===== config.mk =====
export PLATFORM = sky130hd
export DESIGN_NAME = skt_cell
export DESIGN_NICKNAME = d
export VERILOG_FILES = /design/src/rtl/core/skt_pkg.sv /design/src/rtl/core/skt_cell.sv
export SDC_FILE = /design/constraint.sdc
export NUM_CORES = 1
export LEC_CHECK = 0
export BUFFER_PORTS_ARGS = -buffer_cell sky130_fd_sc_hd__buf_2
export CORE_MARGIN = 4
export CORE_UTILIZATION = 35
export CTS_BUF_LIST = sky130_fd_sc_hd__clkbuf_16
export DETAILED_ROUTE_END_ITERATION = 8
export MAX_ROUTING_LAYER = met4
export PLACE_DENSITY = 0.7
export SYNTH_ARGS = -nofsm -noshare
export SYNTH_HDL_FRONTEND = slang
export SYNTH_SLANG_ARGS = --single-unit

===== constraint.sdc =====
create_clock -name clk -period 2.9 [get_ports clk]
set_input_delay 0.435 -clock clk [delete_from_list [all_inputs] [get_ports clk]]
set_output_delay 0.435 -clock clk [all_outputs]
set_load 0.05 [all_outputs]

===== src/rtl/core/skt_pkg.sv =====
// ----------------------------------------------------------------------------
// skt_pkg
// Shared types and constants for the sorted key permission table.
// ----------------------------------------------------------------------------
package skt_pkg;

    // request type codes
    localparam logic REQ_GET = 1'b0;
    localparam logic REQ_SET = 1'b1;

    // result status codes
    localparam logic STATUS_OK   = 1'b0;
    localparam logic STATUS_FULL = 1'b1;

    // cells between two registers of the lookup chain
    localparam int SEG_CELLS = 16;

    // request payload
    typedef struct packed {
        logic               req_type;
        logic signed [15:0] section_id;
        logic [15:0]        priv_value;
        logic               favor_flag;
    } skt_req_t;

    // response payload
    typedef struct packed {
        logic [15:0] priv_out;
        logic        favor_out;
        logic        status;
    } skt_rsp_t;

    // sequencer states
    typedef enum logic [1:0] {
        ST_IDLE,
        ST_COMPARE,
        ST_SWEEP,
        ST_APPLY
    } skt_state_t;

    // sequencer strobes to the datapath
    typedef struct packed {
        logic req_ready;
        logic cmp_en;
        logic apply_en;
    } skt_ctrl_t;

    // per-cell operation strobes
    typedef struct packed {
        logic cmp_en;
        logic upd_en;
        logic ins_en;
    } skt_cell_op_t;

endpackage


===== src/rtl/core/skt_cell.sv =====
// ----------------------------------------------------------------------------
// skt_cell
// One slot of the sorted table: holds an entry, compares it with the request
// key, shifts from its lower neighbor on insert, passes the lookup result on.
// ----------------------------------------------------------------------------
module skt_cell
    import skt_pkg::*;
#(
    parameter int KEY_BITS  = 16,
    parameter int PRIV_BITS = 16
)
(
    input  logic                       clk,
    input  logic                       rst_n,
    input  skt_cell_op_t               op,
    input  logic                       slot_valid,
    input  logic signed [KEY_BITS-1:0] new_key,
    input  logic [PRIV_BITS-1:0]       new_priv,
    input  logic                       new_favor,
    input  logic                       prev_lt,
    input  logic signed [KEY_BITS-1:0] prev_key,
    input  logic [PRIV_BITS-1:0]       prev_priv,
    input  logic                       prev_favor,
    input  logic                       acc_hit_in,
    input  logic [PRIV_BITS-1:0]       acc_priv_in,
    input  logic                       acc_favor_in,
    output logic                       lt,
    output logic                       eq,
    output logic signed [KEY_BITS-1:0] key,
    output logic [PRIV_BITS-1:0]       priv,
    output logic                       favor,
    output logic                       acc_hit_out,
    output logic [PRIV_BITS-1:0]       acc_priv_out,
    output logic                       acc_favor_out
);

    logic                       lt_reg;
    logic                       eq_reg;
    logic signed [KEY_BITS-1:0] key_reg;
    logic [PRIV_BITS-1:0]       priv_reg;
    logic                       favor_reg;
    logic                       take_new;
    logic                       take_prev;

    // compare flags against the broadcast key
    always_ff @(posedge clk or negedge rst_n)
    begin
        if (!rst_n)
        begin
            lt_reg <= 1'b0;
            eq_reg <= 1'b0;
        end
        else if (op.cmp_en)
        begin
            lt_reg <= slot_valid && (key_reg < new_key);
            eq_reg <= slot_valid && (key_reg == new_key);
        end
    end

    // insert position: first slot not below the key
    assign take_new  = prev_lt && !lt_reg;
    assign take_prev = !prev_lt;

    // entry storage
    always_ff @(posedge clk)
    begin
        if (op.ins_en)
        begin
            if (take_new)
            begin
                key_reg   <= new_key;
                priv_reg  <= new_priv;
                favor_reg <= new_favor;
            end
            else if (take_prev)
            begin
                key_reg   <= prev_key;
                priv_reg  <= prev_priv;
                favor_reg <= prev_favor;
            end
        end
        else if (op.upd_en && eq_reg)
        begin
            priv_reg  <= new_priv;
            favor_reg <= new_favor;
        end
    end

    // lookup result passed along the chain
    assign acc_hit_out   = acc_hit_in | eq_reg;
    assign acc_priv_out  = acc_priv_in | (eq_reg ? priv_reg : '0);
    assign acc_favor_out = acc_favor_in | (eq_reg & favor_reg);

    assign lt    = lt_reg;
    assign eq    = eq_reg;
    assign key   = key_reg;
    assign priv  = priv_reg;
    assign favor = favor_reg;

endmodule


==> summary.md, run 1 <==
| Metric | Value |
|---|---|
| Buffers on Ports | 143 |
| Max Clk Rate | 494.4 MHz |
| Core ar. | 0.005642 mm^2 |
| Post-CTS sizing | 0 |
| Asr flop ratio synth | 5.714% |
| Setup WS post-layout | 0.8772 ns |
| Tightest Pin Transition | 0.8640 ns |
| # Post-CTS Setup Buffers | 0 |
| Pre-CTS WS | 0.7188 ns |
| Final Hold Vio Count | 0 |
| CP Max Fanout | 4 |
| Final setup TNS | 0 ns |
| Final worst-path cycle share | 69.75% |
| Final Critical Period | 2.023 ns |
| Final Util | 54.38% |
| Post-DRT Antenna Nets | 0 |
| Buffer and inverter count on the worst path | 0 |
| Mapped Area | 0.002088 mm^2 |
| Area leader, netlist | edfxtp_1 |
| Area Overhead vs Synth | 46.91% |
| Power per cell area | 585.4 mW/mm^2 |
| Total Power | 1.796 mW |
| Clock buffer count from CTS | 5 |
| Mean post-synth cell area | 12.97 um^2 |
| Total wire length | 5548 um |
| # rows | 27 |
| Slew Limit Fails | 0 |
| WHS | 0.3853 ns |
| H-tree levels | 2 |
| Post-DR wirelength/cell | 14.49 um |
| Die Span Y | 85.24 um |
| Dominant synthesized flop cell | edfxtp_1 |
| Crit start category | register |
| Largest net degree at the start of global routing | 18 |
| Multi-input logic area | 949.7 um^2 |
| Delay-heaviest family, CP | simple AND/OR/NAND/NOR gates |
| Most common cell after layout, fill and taps aside | buf_2 |
| CTS tree | built |
| Final setup fails | 0 |
| Worst EP arrival | 2.17 ns |
| Max_cap viols | 0 |
| GR Util All Layers | 15.49% |
| Clock Latency Late Sink | 0.27 ns |
| Top cells by area, synth | edfxtp_1, mux2_1, ha_1, a21o_1, inv_1 |
| ANT cells | 0 |
| DRT Pass-1 Iters | 2 |
| Max Clock Skew | 0.003847 ns |
| Fillers | 522 |
| Critical path endpoint category | register |
| Dpl cell area | 0.002894 mm^2 |
| Static Leakage | 1.591 nW |
| 1st-iter DRT viols | 66 |
| Synth cell types | 30 |
| # nets final | 417 |
| RSZ-0062 raised after global routing | false |
| Slew headroom | 42.36% |
| Syn Nets | 268 |
| Die area | 0.007266 mm^2 |
| VDD IR max | 0.4291 mV |
| I/O pin cnt | 144 |
| Slowest-stage cell, CP | edfxtp_1 |
| Clock root cell | clkbuf_16 |
| Design Area, Final | 0.003068 mm^2 |
| Detailed placement HPWL | 4672 um |
| Post-Layout Cell Count | 383 |
| Vias per cell | 4.624 |
| Post-synthesis sequential area ratio | 49.85% |
| Number of synthesized flops with an enable pin | 33 |
| Global-route wire length before repair | 8776 um |
| Yosys reg bits | 35 |
| Reg clk slew, reported paths | 0.05 ns |
| Critical-path cell list | ha_1, nand4_2, nor4_2, a21bo_1, nand4b_1, mux2_1 |
| Routed via count | 1771 |
| Max stage delay on crit path | 0.40 ns |
| Most frequent cells in the layout | buf_2, mux2_1, edfxtp_1 |
| Placed cells | 374 |
| Yosys top cell area share | 47.45% |
| RD Place Congestion | 0.8170 |
| Crit path required time | 3.05 ns |
| Ys Warns | 0 |
| CTS sink cnt | 35 |
| DRC Markers | 0 |
| Initial Utilization | 37.01% |
| Vias in the first global route | 1805 |
| Hold Path Class | in -> reg |
| Die width | 85.24 um |
| Status | finished, final reports clean |
| Ratio of cells with drive above 1 in the final layout | 51.45% |
| Mapped Cells | 161 |
| Crit Path Class | reg -> reg |
| Initial antenna violation count | 0 |
| Register area | 0.001041 mm^2 |
| GRT overflow | 0 |
| Worst-case clock buffer depth | 2 |
[Yosys cell counts (3+ instances only)]
library cell	number
mux2_1	34
edfxtp_1	33
a21o_1	19
inv_1	18
ha_1	16
a21oi_1	4
nand2_1	4
o21ai_0	3
[worst paths after layout]
| path | start | end | slack [ns] | cells past startpoint |
|---|---|---|---|---|
| min | op[2] | eq$_DFFE_PN0P_ | 0.39 | 2 |
| max reg2reg | key[15]$_DFFE_PP_ | lt$_DFFE_PN0P_ | 0.88 | 6 |
| min reg2reg | eq$_DFFE_PN0P_ | eq$_DFFE_PN0P_ | 0.61 | 2 |
| max | key[15]$_DFFE_PP_ | lt$_DFFE_PN0P_ | 0.88 | 6 |
| max in group asynchronous | rst_n | lt$_DFFE_PN0P_ | 2.31 | 2 |
| min in group asynchronous | rst_n | eq$_DFFE_PN0P_ | 0.49 | 2 |
[final cells by class]
cell class                 count  area share [%]
sequential                    35           33.93
multi-input combinational    102           30.95
timing repair buffer         148           24.63
clock buffer                   5           4.078
tap                           72           2.936
inverter                      18           2.202
clock inverter                 3           1.264
[what timing repair did]
action	4_1_cts	5_1_grt
hold buffers	1	0
endpoints found under the hold margin	2	0
endpoints found under the setup margin	0	0
[worst register-to-register path, cell delays in order, from the launching register on]
cell and delay, ns:
edfxtp_1 0.40, ha_1 0.37, nand4_2 0.16, nor4_2 0.32, a21bo_1 0.24, nand4b_1 0.09, mux2_1 0.33
[cells by family after synthesis]
kind of cell             synth area share, %
AND/OR/NAND/NOR                        6.231
adder cells (fa/ha/maj)                9.586
AO/OA/AOI/OAI                          10.85
flip-flops                             49.85
multiplexers                           18.33
buffers and inverters                  5.153
[power by group]
part	switching (mW)	internal [mW]
logic	0.372	0.177
clock network	0.190	0.400
registers	0.0299	0.627
[routing by layer]
layer | global-route usage, % | routed length, um
met1 | 18.69 | 2246
met2 | 26.34 | 2924
met3 | 2.816 | 310
met4 | 4.460 | 67
met5 | - | 0
(Power assumes the default switching activity.)
==> run 2: changes to the inputs <==
==> constraint.sdc (replaced) <==
create_clock -name clk -period 1.88 [get_ports clk]
set_input_delay 0.282 -clock clk [delete_from_list [all_inputs] [get_ports clk]]
set_output_delay 0.282 -clock clk [all_outputs]
set_load 0.05 [all_outputs]
==> summary.md, run 2 (synthesis results as in run 1) <==
| Metric | Value |
|---|---|
| Setup WS post-layout | -0.06033 ns (was 0.8772 ns) |
| Core ar. | 0.005642 mm^2 (unchanged) |
| Register area | 0.001041 mm^2 (unchanged) |
| Crit start category | register (unchanged) |
| Post-DRT Antenna Nets | 0 (unchanged) |
| Largest net degree at the start of global routing | 21 (was 18) |
| Reg-to-reg setup timing slack | -0.06 ns (was 0.88 ns) |
| Total wire length | 5517 um (was 5548 um) |
| # nets final | 422 (was 417) |
| GR Util All Layers | 15.74% (was 15.49%) |
| Most common cell after layout, fill and taps aside | buf_2 (unchanged) |
| Initial Utilization | 37.01% (unchanged) |
| Die area | 0.007266 mm^2 (unchanged) |
| Crit Path Class | reg -> reg (unchanged) |
| Final setup TNS | -0.06033 ns (was 0 ns) |
| Final setup fails | 1 (was 0) |
| WHS | 0.2233 ns (was 0.3853 ns) |
| Max Clk Rate | 515.4 MHz (was 494.4 MHz) |
| Multi-input logic area | 987.2 um^2 (was 949.7 um^2) |
| Pre-CTS WS | -0.07127 ns (was 0.7188 ns) |
| DRC Markers | 0 (unchanged) |
| Final Hold Vio Count | 0 (unchanged) |
| # Post-CTS Setup Buffers | 0 (unchanged) |
| ANT cells | 0 (unchanged) |
| Total Power | 2.656 mW (was 1.796 mW) |
| Die Span Y | 85.24 um (unchanged) |
| Failing checks | setup timing |
| Max_cap viols | 0 (unchanged) |
| Die width | 85.24 um (unchanged) |
| Global-route wire length before repair | 8742 um (was 8776 um) |
| Post-DR wirelength/cell | 14.22 um (was 14.49 um) |
| Vias in the first global route | 1860 (was 1805) |
| Slew Limit Fails | 0 (unchanged) |
| Vias per cell | 4.668 (was 4.624) |
| Clock buffer count from CTS | 5 (unchanged) |
| Ratio of cells with drive above 1 in the final layout | 51.90% (was 51.45%) |
| CP Max Fanout | 2 (was 4) |
| Routed via count | 1811 (was 1771) |
| Critical path endpoint category | register (unchanged) |
| VDD IR max | 0.5346 mV (was 0.4291 mV) |
| Status | finished, violations left (was finished, final reports clean) |
| Tightest Pin Transition | 0.5199 ns (was 0.8640 ns) |
| Max Clock Skew | 0.002351 ns (was 0.003847 ns) |
| RSZ-0062 raised after global routing | true (was false) |
| Area Overhead vs Synth | 49.79% (was 46.91%) |
| Most frequent cells in the layout | buf_2, mux2_1, edfxtp_1 (unchanged) |
| GRT overflow | 0 (unchanged) |
| Worst-case clock buffer depth | 2 (unchanged) |
| Final Critical Period | 1.940 ns (was 2.023 ns) |
| Crit path required time | 2.03 ns (was 3.05 ns) |
| Buffers on Ports | 143 (unchanged) |
| RD Place Congestion | 0.8463 (was 0.8170) |
| CTS tree | built (unchanged) |
| Clock root cell | clkbuf_16 (unchanged) |
| 1st-iter DRT viols | 77 (was 66) |
| Fillers | 506 (was 522) |
| Power per cell area | 849.0 mW/mm^2 (was 585.4 mW/mm^2) |
| I/O pin cnt | 144 (unchanged) |
| DRT Pass-1 Iters | 4 (was 2) |
| Slew headroom | 65.25% (was 42.36%) |
| Reg clk slew, reported paths | 0.05 ns (about the same) |
| Static Leakage | 1.614 nW (was 1.591 nW) |
| Hold Path Class | in -> reg (unchanged) |
| CTS sink cnt | 35 (unchanged) |
| Final worst-path cycle share | 103.2% (was 69.75%) |
| Detailed placement HPWL | 4519 um (was 4672 um) |
| # rows | 27 (unchanged) |
| Worst EP arrival | 2.09 ns (was 2.17 ns) |
| Clock Latency Late Sink | 0.27 ns (about the same) |
| H-tree levels | 2 (unchanged) |
| Initial antenna violation count | 0 (unchanged) |
run 2: report_power, final:
group	total, mW	leakage (nW)	switching (mW)	internal [mW]
logic	0.881	1.20	0.581	0.300
registers	1.01	0.348	0.0417	0.967
clock network	0.767	0.0701	0.290	0.476
run 2: repair_timing:
action	in CTS	in global routing
pin swaps	0	0
hold endpoints to repair	2	0
gates cloned	0	0
setup endpoints to repair	1	1
hold buffers	1	0
gates resized for setup	0	1
run 2: metal layers:
| layer | global-route usage, % | up-vias | share of wire [%] |
|---|---|---|---|
| met5 | - | - | 0 |
| met4 | 5.180 | 0 | 2.0 |
| met3 | 5.146 | 10 | 7.2 |
| met2 | 25.21 | 72 | 50 |
| met1 | 18.65 | 819 | 40 |
| li1 | - | 910 | - |
run 2: per-stage QoR:
step / area, um^2 / instances / util [%]
floorplan: 2123 / 161 / -
global placement: 2969 / 379 / 52.63
detailed placement: 2969 / 379 / 52.63
CTS: 3115 / 388 / 55.22
global route: 3128 / 388 / 55.44
finish: 3128 / 388 / 55.44
run 2: final cells by class:
cell class / instances / share of cell area, %
multi-input cells: 102 / 31.56
repair buffers: 153 / 25.76
clock inverters: 3 / 0.3600
clock buffers: 5 / 4.000
inverters: 18 / 2.160
well taps: 72 / 2.880
flip-flops and latches: 35 / 33.28
run 2: worst paths after layout:
path                       depth (start not counted)             end        startpoint
max                                                6  lt$_DFFE_PN0P_  key[9]$_DFFE_PP_
min                                                2  eq$_DFFE_PN0P_             op[2]
max reg2reg                                        6  lt$_DFFE_PN0P_  key[9]$_DFFE_PP_
min reg2reg                                        4  lt$_DFFE_PN0P_    lt$_DFFE_PN0P_
max in group asynchronous                          2  eq$_DFFE_PN0P_             rst_n
min in group asynchronous                          2  lt$_DFFE_PN0P_             rst_n
run 2: critical path, cell delays in order, from the launching register on:
cell and delay (ns):
edfxtp_1 0.42, ha_4 0.29, nand4_1 0.14, nor4_2 0.32, a21bo_1 0.25, nand4b_1 0.09
mux2_1 0.32
