### src/rtl/core/skt_pkg.sv
// ----------------------------------------------------------------------------
// skt_pkg
// Shared types and constants for the sorted key permission table.
// ----------------------------------------------------------------------------
package skt_pkg;

    // request type codes
    localparam logic REQ_GET = 1'b0;
    localparam logic REQ_SET = 1'b1;

    // result status codes
    localparam logic STATUS_OK   = 1'b0;
    localparam logic STATUS_FULL = 1'b1;

    // cells between two registers of the lookup chain
    localparam int SEG_CELLS = 16;

    // request payload
    typedef struct packed {
        logic               req_type;
        logic signed [15:0] section_id;
        logic [15:0]        priv_value;
        logic               favor_flag;
    } skt_req_t;

    // response payload
    typedef struct packed {
        logic [15:0] priv_out;
        logic        favor_out;
        logic        status;
    } skt_rsp_t;

    // sequencer states
    typedef enum logic [1:0] {
        ST_IDLE,
        ST_COMPARE,
        ST_SWEEP,
        ST_APPLY
    } skt_state_t;

    // sequencer strobes to the datapath
    typedef struct packed {
        logic req_ready;
        logic cmp_en;
        logic apply_en;
    } skt_ctrl_t;

    // per-cell operation strobes
    typedef struct packed {
        logic cmp_en;
        logic upd_en;
        logic ins_en;
    } skt_cell_op_t;

endpackage

### src/rtl/core/skt_ctrl.sv
// ----------------------------------------------------------------------------
// skt_ctrl
// Request sequencer: accept, compare, sweep the lookup chain, apply.
// ----------------------------------------------------------------------------
module skt_ctrl
    import skt_pkg::*;
#(
    parameter int NSEG = 16
)
(
    input  logic      clk,
    input  logic      rst_n,
    input  logic      req_valid,
    input  logic      out_free,
    output skt_ctrl_t ctrl
);

    localparam int SWP_W = (NSEG > 1) ? $clog2(NSEG) : 1;

    skt_state_t       state_reg;
    skt_state_t       state_next;
    logic [SWP_W-1:0] sweep_cnt_reg;
    logic [SWP_W-1:0] sweep_cnt_next;
    logic             sweep_last;

    assign sweep_last = (sweep_cnt_reg == SWP_W'(NSEG - 1));

    // state and sweep counter registers
    always_ff @(posedge clk or negedge rst_n)
    begin
        if (!rst_n)
        begin
            state_reg     <= ST_IDLE;
            sweep_cnt_reg <= '0;
        end
        else
        begin
            state_reg     <= state_next;
            sweep_cnt_reg <= sweep_cnt_next;
        end
    end

    // next state
    always_comb
    begin
        state_next     = state_reg;
        sweep_cnt_next = '0;
        unique case (state_reg)
            ST_IDLE:
            begin
                if (req_valid)
                begin
                    state_next = ST_COMPARE;
                end
            end
            ST_COMPARE:
            begin
                state_next = ST_SWEEP;
            end
            ST_SWEEP:
            begin
                if (sweep_last)
                begin
                    state_next = ST_APPLY;
                end
                else
                begin
                    sweep_cnt_next = sweep_cnt_reg + 1'b1;
                end
            end
            ST_APPLY:
            begin
                if (out_free)
                begin
                    state_next = ST_IDLE;
                end
            end
            default:
            begin
                state_next = ST_IDLE;
            end
        endcase
    end

    // outputs
    always_comb
    begin
        ctrl = '0;
        unique case (state_reg)
            ST_IDLE:    ctrl.req_ready = 1'b1;
            ST_COMPARE: ctrl.cmp_en    = 1'b1;
            ST_SWEEP:   ctrl.cmp_en    = 1'b0;
            ST_APPLY:   ctrl.apply_en  = out_free;
            default:    ctrl           = '0;
        endcase
    end

endmodule

### config.mk
export PLATFORM = sky130hd
export DESIGN_NAME = skt_ctrl
export DESIGN_NICKNAME = d
export VERILOG_FILES = /design/src/rtl/core/skt_pkg.sv /design/src/rtl/core/skt_ctrl.sv
export SDC_FILE = /design/constraint.sdc
export NUM_CORES = 1
export LEC_CHECK = 0
export BUFFER_PORTS_ARGS = -buffer_cell sky130_fd_sc_hd__buf_2
export CAP_MARGIN = 0
export CORE_AREA = 10 10 47 49
export CTS_CLUSTER_DIAMETER = 150
export CTS_CLUSTER_SIZE = 12
export DETAILED_ROUTE_END_ITERATION = 7
export DIE_AREA = 0 0 57 59
export HOLD_SLACK_MARGIN = 0.12
export PLACE_DENSITY_LB_ADDON = 0.12
export SKIP_LAST_GASP = 1
export SLEW_MARGIN = 15
export SYNTH_ARGS = -nofsm -noshare
export SYNTH_HDL_FRONTEND = slang
export SYNTH_SLANG_ARGS = --single-unit
### constraint.sdc
create_clock -name clk -period 1.73 [get_ports clk]
set_input_delay 0 -clock clk [delete_from_list [all_inputs] [get_ports clk]]
set_output_delay 0 -clock clk [all_outputs]
set_load 0.05 [all_outputs]
==> impl_metrics.ini, run 1 <==
[clocking]
cts_max_level = 1
clk_path_buf_depth = 2
cts_tree = built
clkLatencyLatePin_ns = 0.24
path_clk_slew_ns = 0.05
ctsResizeCount = 0
clock_sinks = 6
ctsRootBufferMaster = clkbuf_4
holdBufCountCts = 3
postCtsSetupBuffers = 0
numCtsBuffers = 3

[global_route]
grt_pass1_wl_um = 1166
met1_usage_pct = 4.301
busiest_layer = met2
antenna_found_initial = 0
grt_use_met3_pct = 4.077
groute.usage.overall_pct = 4.461
grt_pass1_vias = 267
grt_overflow = 0
grt_use_met2_pct = 6.977
grt_max_degree = 6

[placement]
place_ws_ns = 0.2546
port_buffers = 6
post-dp-hpwl_um = 487.5
gp_congestion = 0.7044

[sta]
setup_slack_ns = 0.2476
final.setup.tns_ns = 0
finClkSkew_ns = 0.01089
max_slew_margin_pct = 82.89
fin_crit_ns = 1.482
hold-worst-slack_ns = 0.2323
finalHoldViolCount = 0
setup_viol = 0
clock.fmax_ghz = 0.6746
slew_violations = 0
period_share_pct = 85.69
tightestPinTransition_ns = 0.2562
rsz0062_at_grt = no

[yosys]
yosys_most_used_dff = dfrtp_1
synth_top_area_cell = dfrtp_1
synth_most_common_cell = dfrtp_1
yosysTopAreaCellShare_pct = 43.64
synth-async-reset-ratio_pct = 100.0
synth_nets = 37
synth_edf_count = 0
ys_seq_area_share_pct = 43.64
synth_cell_type_count = 13
syn_avg_cell_area_um2 = 12.29
syn_area_um2 = 344.1
ys_seq_elements = 6
netlist_instances = 28
synthTopCellsByArea = dfrtp_1 44%, ha_1 18%, a221oi_4 7.6%
yosysWarnings = 0
synth_common_cells = 6 x dfrtp_1, 5 x ha_1, 3 x and2_1, 3 x inv_1

[detailed_routing]
drc = 0
vias = 223
vias_per_cell = 3.982
wirelength_um = 614
drt_iter0_markers = 1
antenna_left = 0
wire_per_inst_um = 10.96
firstDrtPassIters = 2

[critical_path]
cp.arrival_ns = 1.61
crit_chain = inv_1 -> ha_1 -> a221oi_4 -> mux2_4
cpLargestDelayFamily = flip-flops
rrSetupSlack_ns = 0.25
endpoint_kind = flop
crit_type = reg2reg
crit_path_max_fanout = 5
cp_num_buf_inv = 1
startpoint = state_reg[0]
critPathMaxStageDelay_ns = 0.39
critPathRequiredTime_ns = 1.86
reg2reg_from = state_reg[0]
start_kind = flop
cpMaxStageDelayCell = dfrtp_1

[power]
ir_worst_vdd_v = 0.0005053
p_leak_nw = 0.2348
power_density_nw_per_um2 = 1711

[layout]
final_nets = 51
seq_area_um2 = 150.1
multi_input_area_um2 = 182.7
diodes = 0
syn2layout_area_growth_pct = 29.82
fillCellCount = 151
drive_gt1_share_pct = 30.00
largest_register_ffs = 4

[min_path]
hold_path.class = in2reg
min_from = req_valid

[floorplan]
die_area_um2 = 3363
coreArea_um2 = 1401
rows = 14
fp.dieW_um = 57
ioPinCount = 7
start_util_pct = 24.55
die_h_um = 59

[run]
max_cap_viol_count = 0

[outcome]
outcome = finished clean
[cells by family (layout without fill, tap and decap cells)]
logic type | Yosys count | in the layout | share of synthesized area, %
buffers and inverters | 3 | 15 | 3.272
flip-flops | 6 | 6 | 43.64
XOR/XNOR | 2 | 2 | 5.092
adder cells (fa/ha/maj) | 5 | 5 | 18.18
AO/OA/AOI/OAI | 2 | 2 | 10.55
AND/OR/NAND/NOR | 9 | 9 | 14.91
multiplexers | 1 | 1 | 4.362
[power breakdown]
group	internal [mW]	switching, mW
Clock	0.0784	0.0492
Sequential	0.186	0.0392
Combinational	0.175	0.237
Total	0.439	0.325
[placed cells by master, fill, tap and decap left out]
cell and count:
inv_1 3, nor2b_1 1, dfrtp_1 6, a221oi_4 1, ha_1 5, nor2_1 2
o32a_1 1, xor2_1 2, mux2_4 1, nand3_1 1, dlygate4sd3_1 3, nand3_2 1
nand2_1 1, and2_1 3, clkbuf_4 3, buf_2 6
[metrics by stage]
stage	instances	utilization, %	total power [mW]	instance area, um2
after detailed placement	50	28.13	0.6364	394.1
after global routing	56	31.87	0.8303	446.7
after floorplan	28	-	0.5689	344.1
after CTS	56	31.87	0.7796	446.7
final	56	31.87	0.7645	446.7
after global placement	50	28.13	0.6337	394.1
[area by class of cell]
class	instances	area share [%]
Inverter	3	2.521
Timing Repair Buffer	9	13.45
Sequential cell	6	33.61
Tap cell	16	4.482
Clock buffer	3	5.042
Multi-Input combinational cell	19	40.90
[path summary, 6_finish.rpt]
| path | endpoint | cells after the start |
|---|---|---|
| setup reg to reg | state_reg[1] | 4 |
| setup / recovery | state_reg[1] | 4 |
| hold / removal | state_reg[0] | 4 |
| max in group asynchronous | state_reg[1] | 4 |
| hold reg to reg | sweep_cnt_reg[0] | 1 |
| min in group asynchronous | sweep_cnt_reg[0] | 3 |
[per-layer routing]
metal	wire [um]	share of wire [%]
met2	302	49
met1	261	43
met5	0	0
met3	50	8.1
met4	0	0
[worst min-delay path: cells and delay by family]
kind	cells	cell delay, ns
buf+inv	2	0.18
compound gates	2	0.26
(Power assumes the default switching activity.)
==> run 2, diff against run 1 <==
PLACE_DENSITY_LB_ADDON = default   (was 0.12)
==> run 2 against run 1 <==
Effect of this change: clock power about the same; sequential share of layout area up 0.77 points; first-iteration DRC count rose by 100%; cell area fell by 2.2%; routed wire length is 14% lower; highest routed layer unchanged.
==> impl_metrics.ini, run 2 (synthesized netlist as in run 1, its figures left out) <==
[run]
max_cap_viol_count = 0

[critical_path]
crit_path_max_fanout = 5
endpoint_kind = flop
critPathRequiredTime_ns = 1.86
start_kind = flop
crit_chain = inv_1 -> ha_1 -> a221oi_4 -> mux2_4
path_depth = 4
cp.arrival_ns = 1.60
reg2reg_from = state_reg[0]
r2r_cells = 4
critPathMaxStageDelay_ns = 0.39
cp_num_buf_inv = 1
crit_type = reg2reg
reg2reg_to = state_reg[1]
cpMaxStageDelayCell = dfrtp_1
cpLargestDelayFamily = flip-flops
rrSetupSlack_ns = 0.26

[detailed_routing]
vias_per_cell = 4.073
route.met3.wl_um = 38
wl_met1_um = 235
wl_met2_um = 253
antenna_left = 0
vias = 224
wire_per_inst_um = 9.582
top_layer_used = met3
drc = 0
drt_iter0_markers = 2
wirelength_um = 527
firstDrtPassIters = 3

[clocking]
postCtsSetupBuffers = 0
clock_sinks = 6
cts_tree = built
cts_max_level = 1
ctsRootBufferMaster = clkbuf_4
clkLatencyLatePin_ns = 0.24
path_clk_slew_ns = 0.05
clk_path_buf_depth = 2
numCtsBuffers = 3

[sta]
finClkSkew_ns = 0.004890
setup_viol = 0
tightestPinTransition_ns = 0.2745
final.setup.tns_ns = 0
fin_crit_ns = 1.473
max_slew_margin_pct = 81.64
rsz0062_at_grt = no
period_share_pct = 85.13
slew_violations = 0
setup_slack_ns = 0.2573
finalHoldViolCount = 0
clock.fmax_ghz = 0.6790

[global_route]
grt_pass1_wl_um = 869
groute.usage.overall_pct = 3.510
grt_max_degree = 7
grt_pass1_vias = 222
grt_overflow = 0
antenna_found_initial = 0

[floorplan]
die_h_um = 59
coreArea_um2 = 1401
rows = 14
ioPinCount = 7
die_area_um2 = 3363
start_util_pct = 24.55
fp.dieW_um = 57

[placement]
post-dp-hpwl_um = 436.7
port_buffers = 6
gp_congestion = 0.7175
place_ws_ns = 0.2518

[min_path]
hold_path.class = in2reg
min_from = req_valid
hold_path_end = state_reg[0]
hold_depth = 4

[power]
ir_worst_vdd_v = 0.0005754
p_leak_nw = 0.2307
power_density_nw_per_um2 = 1734

[layout]
final_nets = 50
diodes = 0
syn2layout_area_growth_pct = 26.91
drive_gt1_share_pct = 30.77
final_cell_mix = 6 x buf_2, 6 x dfrtp_1, 5 x ha_1
largest_register_ffs = 4

[outcome]
outcome = finished clean
[run 2: cell types whose count changed in the layout (fill, tap and decap cells not counted), sizes merged]
cell	before	now
dlygate4sd3	3	2
[run 2: layout make-up]
type / count / area [um2]
Tap cell: 16 / 20.02
Fill cell: 155 / 964.7
Timing Repair Buffer: 8 / 50.05
Clock buffer: 3 / 22.52
Inverter: 3 / 11.26
Multi-Input combinational cell: 19 / 182.7
Sequential cell: 6 / 150.1
[run 2: worst max-delay path by stage]
stage	start	to
floorplan	state_reg[0]	state_reg[1]
global placement	state_reg[0]	state_reg[1]
detailed placement	state_reg[0]	state_reg[1]
CTS	state_reg[0]	state_reg[1]
global route	state_reg[0]	state_reg[1]
finish	state_reg[0]	state_reg[1]
[run 2: metal layers]
layer,track usage [%],up-vias
met3,2.790,0
met5,0,-
met1,3.349,104
li1,-,116
met2,4.806,4
met4,3.020,0
[run 2: stage by stage]
stage | cell area [um2] | power [mW] | hold WS, ns | util (%) | cells
2_1_floorplan | 344.1 | 0.5689 | -0.2956 | - | 28
3_3_place_gp | 394.1 | 0.6323 | -0.1696 | 28.13 | 50
3_5_place_dp | 394.1 | 0.6379 | -0.1688 | 28.13 | 50
4_1_cts | 436.7 | 0.7736 | 0.2270 | 31.16 | 55
5_1_grt | 436.7 | 0.8233 | 0.2393 | 31.16 | 55
6_report | 436.7 | 0.7574 | 0.2279 | 31.16 | 55
[run 2: power breakdown]
part | switching [mW] | internal (mW) | leakage (nW)
clock network | 0.0484 | 0.0783 | 0.0138
registers | 0.0386 | 0.186 | 0.0784
logic | 0.234 | 0.172 | 0.138
total | 0.321 | 0.437 | 0.231
[run 2: worst register-to-register path: cells and delay by family (launching register included)]
kind | cells | cell delay, ns
AO/OA/AOI/OAI | 1 | 0.30
adder cells (fa/ha/maj) | 1 | 0.27
buffers and inverters | 1 | 0.08
flip-flops | 1 | 0.39
multiplexers | 1 | 0.32
[run 2: repair_timing]
item                                   in CTS  in global routing
gates resized for setup                     0                  0
hold buffers                                2                  0
endpoints found under the hold margin       6                  0
==> run 3, diff against run 2 <==
BUFFER_PORTS_ARGS = -buffer_cell sky130_fd_sc_hd__buf_4   (was -buffer_cell sky130_fd_sc_hd__buf_2)
==> run 3 against run 2 <==
Effect of this change: die area stayed put; hold slack better by 0.0071 ns; critical endpoint unchanged; non-clock buffer count did not move; core utilization is 1.1 points higher; highest routed layer unchanged; clock power about the same; power grew 3.6%; worst setup slack lost 0.020 ns; flip-flop and latch count unchanged.
==> impl_metrics.ini, run 3 (synthesized netlist as in run 1, its figures left out) <==
[critical_path]
start_kind = flop
path_depth = 4
cp_num_buf_inv = 1
crit_type = reg2reg
r2r_cells = 4
cp.arrival_ns = 1.62
cpLargestDelayFamily = flip-flops
critPathRequiredTime_ns = 1.85
crit_path_max_fanout = 5
cpMaxStageDelayCell = dfrtp_1
critPathMaxStageDelay_ns = 0.39
endpoint_kind = flop
crit_chain = inv_1 -> ha_1 -> a221oi_4 -> mux2_4

[layout]
syn2layout_area_growth_pct = 31.27
final_cell_mix = 6 x buf_4, 6 x dfrtp_1, 5 x ha_1
final_nets = 50
fillCellCount = 150
diodes = 0
fin_util_pct = 32.23
drive_gt1_share_pct = 30.77
largest_register_ffs = 4

[power]
switchingPower_mw = 0.3285
intPower_mw = 0.4564
combPwrFrac_pct = 54.8
switching_share_pct = 41.85
power_mw = 0.7849
ir_worst_vdd_v = 0.0006765
clock_power_share_pct = 16.3
p_leak_nw = 0.2341
power_density_nw_per_um2 = 1738
pwr-share-seq_pct = 29.0

[detailed_routing]
wirelength_um = 576
drt_iter0_markers = 3
vias = 225
wire_per_inst_um = 10.47
firstDrtPassIters = 2
antenna_left = 0
vias_per_cell = 4.091
drc = 0

[clocking]
ctsResizeCount = 0
cts_max_level = 1
clkLatencyLatePin_ns = 0.24
clock_sinks = 6
cts_tree = built
path_clk_slew_ns = 0.04
holdBufCountCts = 2
clk_path_buf_depth = 2
postCtsSetupBuffers = 0
ctsRootBufferMaster = clkbuf_4
numCtsBuffers = 3

[sta]
tightestPinTransition_ns = 0.2786
finalHoldViolCount = 0
hold-worst-slack_ns = 0.2351
fin_crit_ns = 1.493
final.setup.tns_ns = 0
slew_violations = 0
setup_viol = 0
period_share_pct = 86.30
max_slew_margin_pct = 81.37
clock.fmax_ghz = 0.6698
rsz0062_at_grt = no
finClkSkew_ns = 0.003962

[global_route]
antenna_found_initial = 0
grt_pass1_vias = 243
grt_max_degree = 7
grt_pass1_wl_um = 931
grt_overflow = 0
groute.usage.overall_pct = 3.686

[min_path]
hold_depth = 3
hold_path.class = in2reg

[floorplan]
die_h_um = 59
coreArea_um2 = 1401
ioPinCount = 7
start_util_pct = 24.55
rows = 14
fp.dieW_um = 57
die_area_um2 = 3363

[outcome]
outcome = finished clean

[placement]
gp_congestion = 0.6286
post-dp-hpwl_um = 462
port_buffers = 6

[run]
max_cap_viol_count = 0
-- run 3: cell type report --
class | instances | area (um2) | area share [%]
Multi-Input combinational cell | 19 | 182.7 | 40.44
Sequential cell | 6 | 150.1 | 33.24
Clock buffer | 3 | 22.52 | 4.986
Tap cell | 16 | 20.02 | 4.432
Inverter | 3 | 11.26 | 2.493
Timing Repair Buffer | 8 | 65.06 | 14.40
-- run 3: metal layers --
metal | vias up | part of all wire [%] | GRT usage, %
li1 | 115 | - | -
met1 | 104 | 39 | 3.237
met2 | 6 | 51 | 5.581
met3 | 0 | 10 | 4.721
met4 | 0 | 0 | 0
met5 | - | 0 | 0
-- run 3: tightest hold or removal path, delay by kind of cell --
kind            cells  cell delay, ns
compound gates      1            0.29
buf+inv             1            0.08
simple gates        1            0.06
-- run 3: power by group through the flow --
stage	Combinational, mW	Sequential, mW	Clock [mW]
final	0.430	0.227	0.128
after CTS	0.436	0.228	0.134
after floorplan	0.351	0.218	0
after global routing	0.459	0.234	0.147
after global placement	0.432	0.226	0
after detailed placement	0.433	0.228	0
-- run 3: per-stage QoR --
| stage | worst slack (ns) | std cells | cell area (um2) |
|---|---|---|---|
| 6_report | 0.2370 | 55 | 451.7 |
| 4_1_cts | 0.2300 | 55 | 451.7 |
| 3_3_place_gp | 0.2434 | 50 | 409.1 |
| 3_5_place_dp | 0.2363 | 50 | 409.1 |
| 2_1_floorplan | 0.09058 | 28 | 344.1 |
| 5_1_grt | 0.1654 | 55 | 451.7 |
-- run 3: path summary, 6_finish.rpt --
check                                  from               end  slack, ns
setup / recovery               state_reg[0]      state_reg[1]       0.24
hold / removal                     out_free      state_reg[0]       0.24
setup reg to reg               state_reg[0]      state_reg[1]       0.24
hold reg to reg            sweep_cnt_reg[0]  sweep_cnt_reg[0]       0.47
max in group asynchronous             rst_n      state_reg[1]       0.81
min in group asynchronous             rst_n  sweep_cnt_reg[3]       0.70
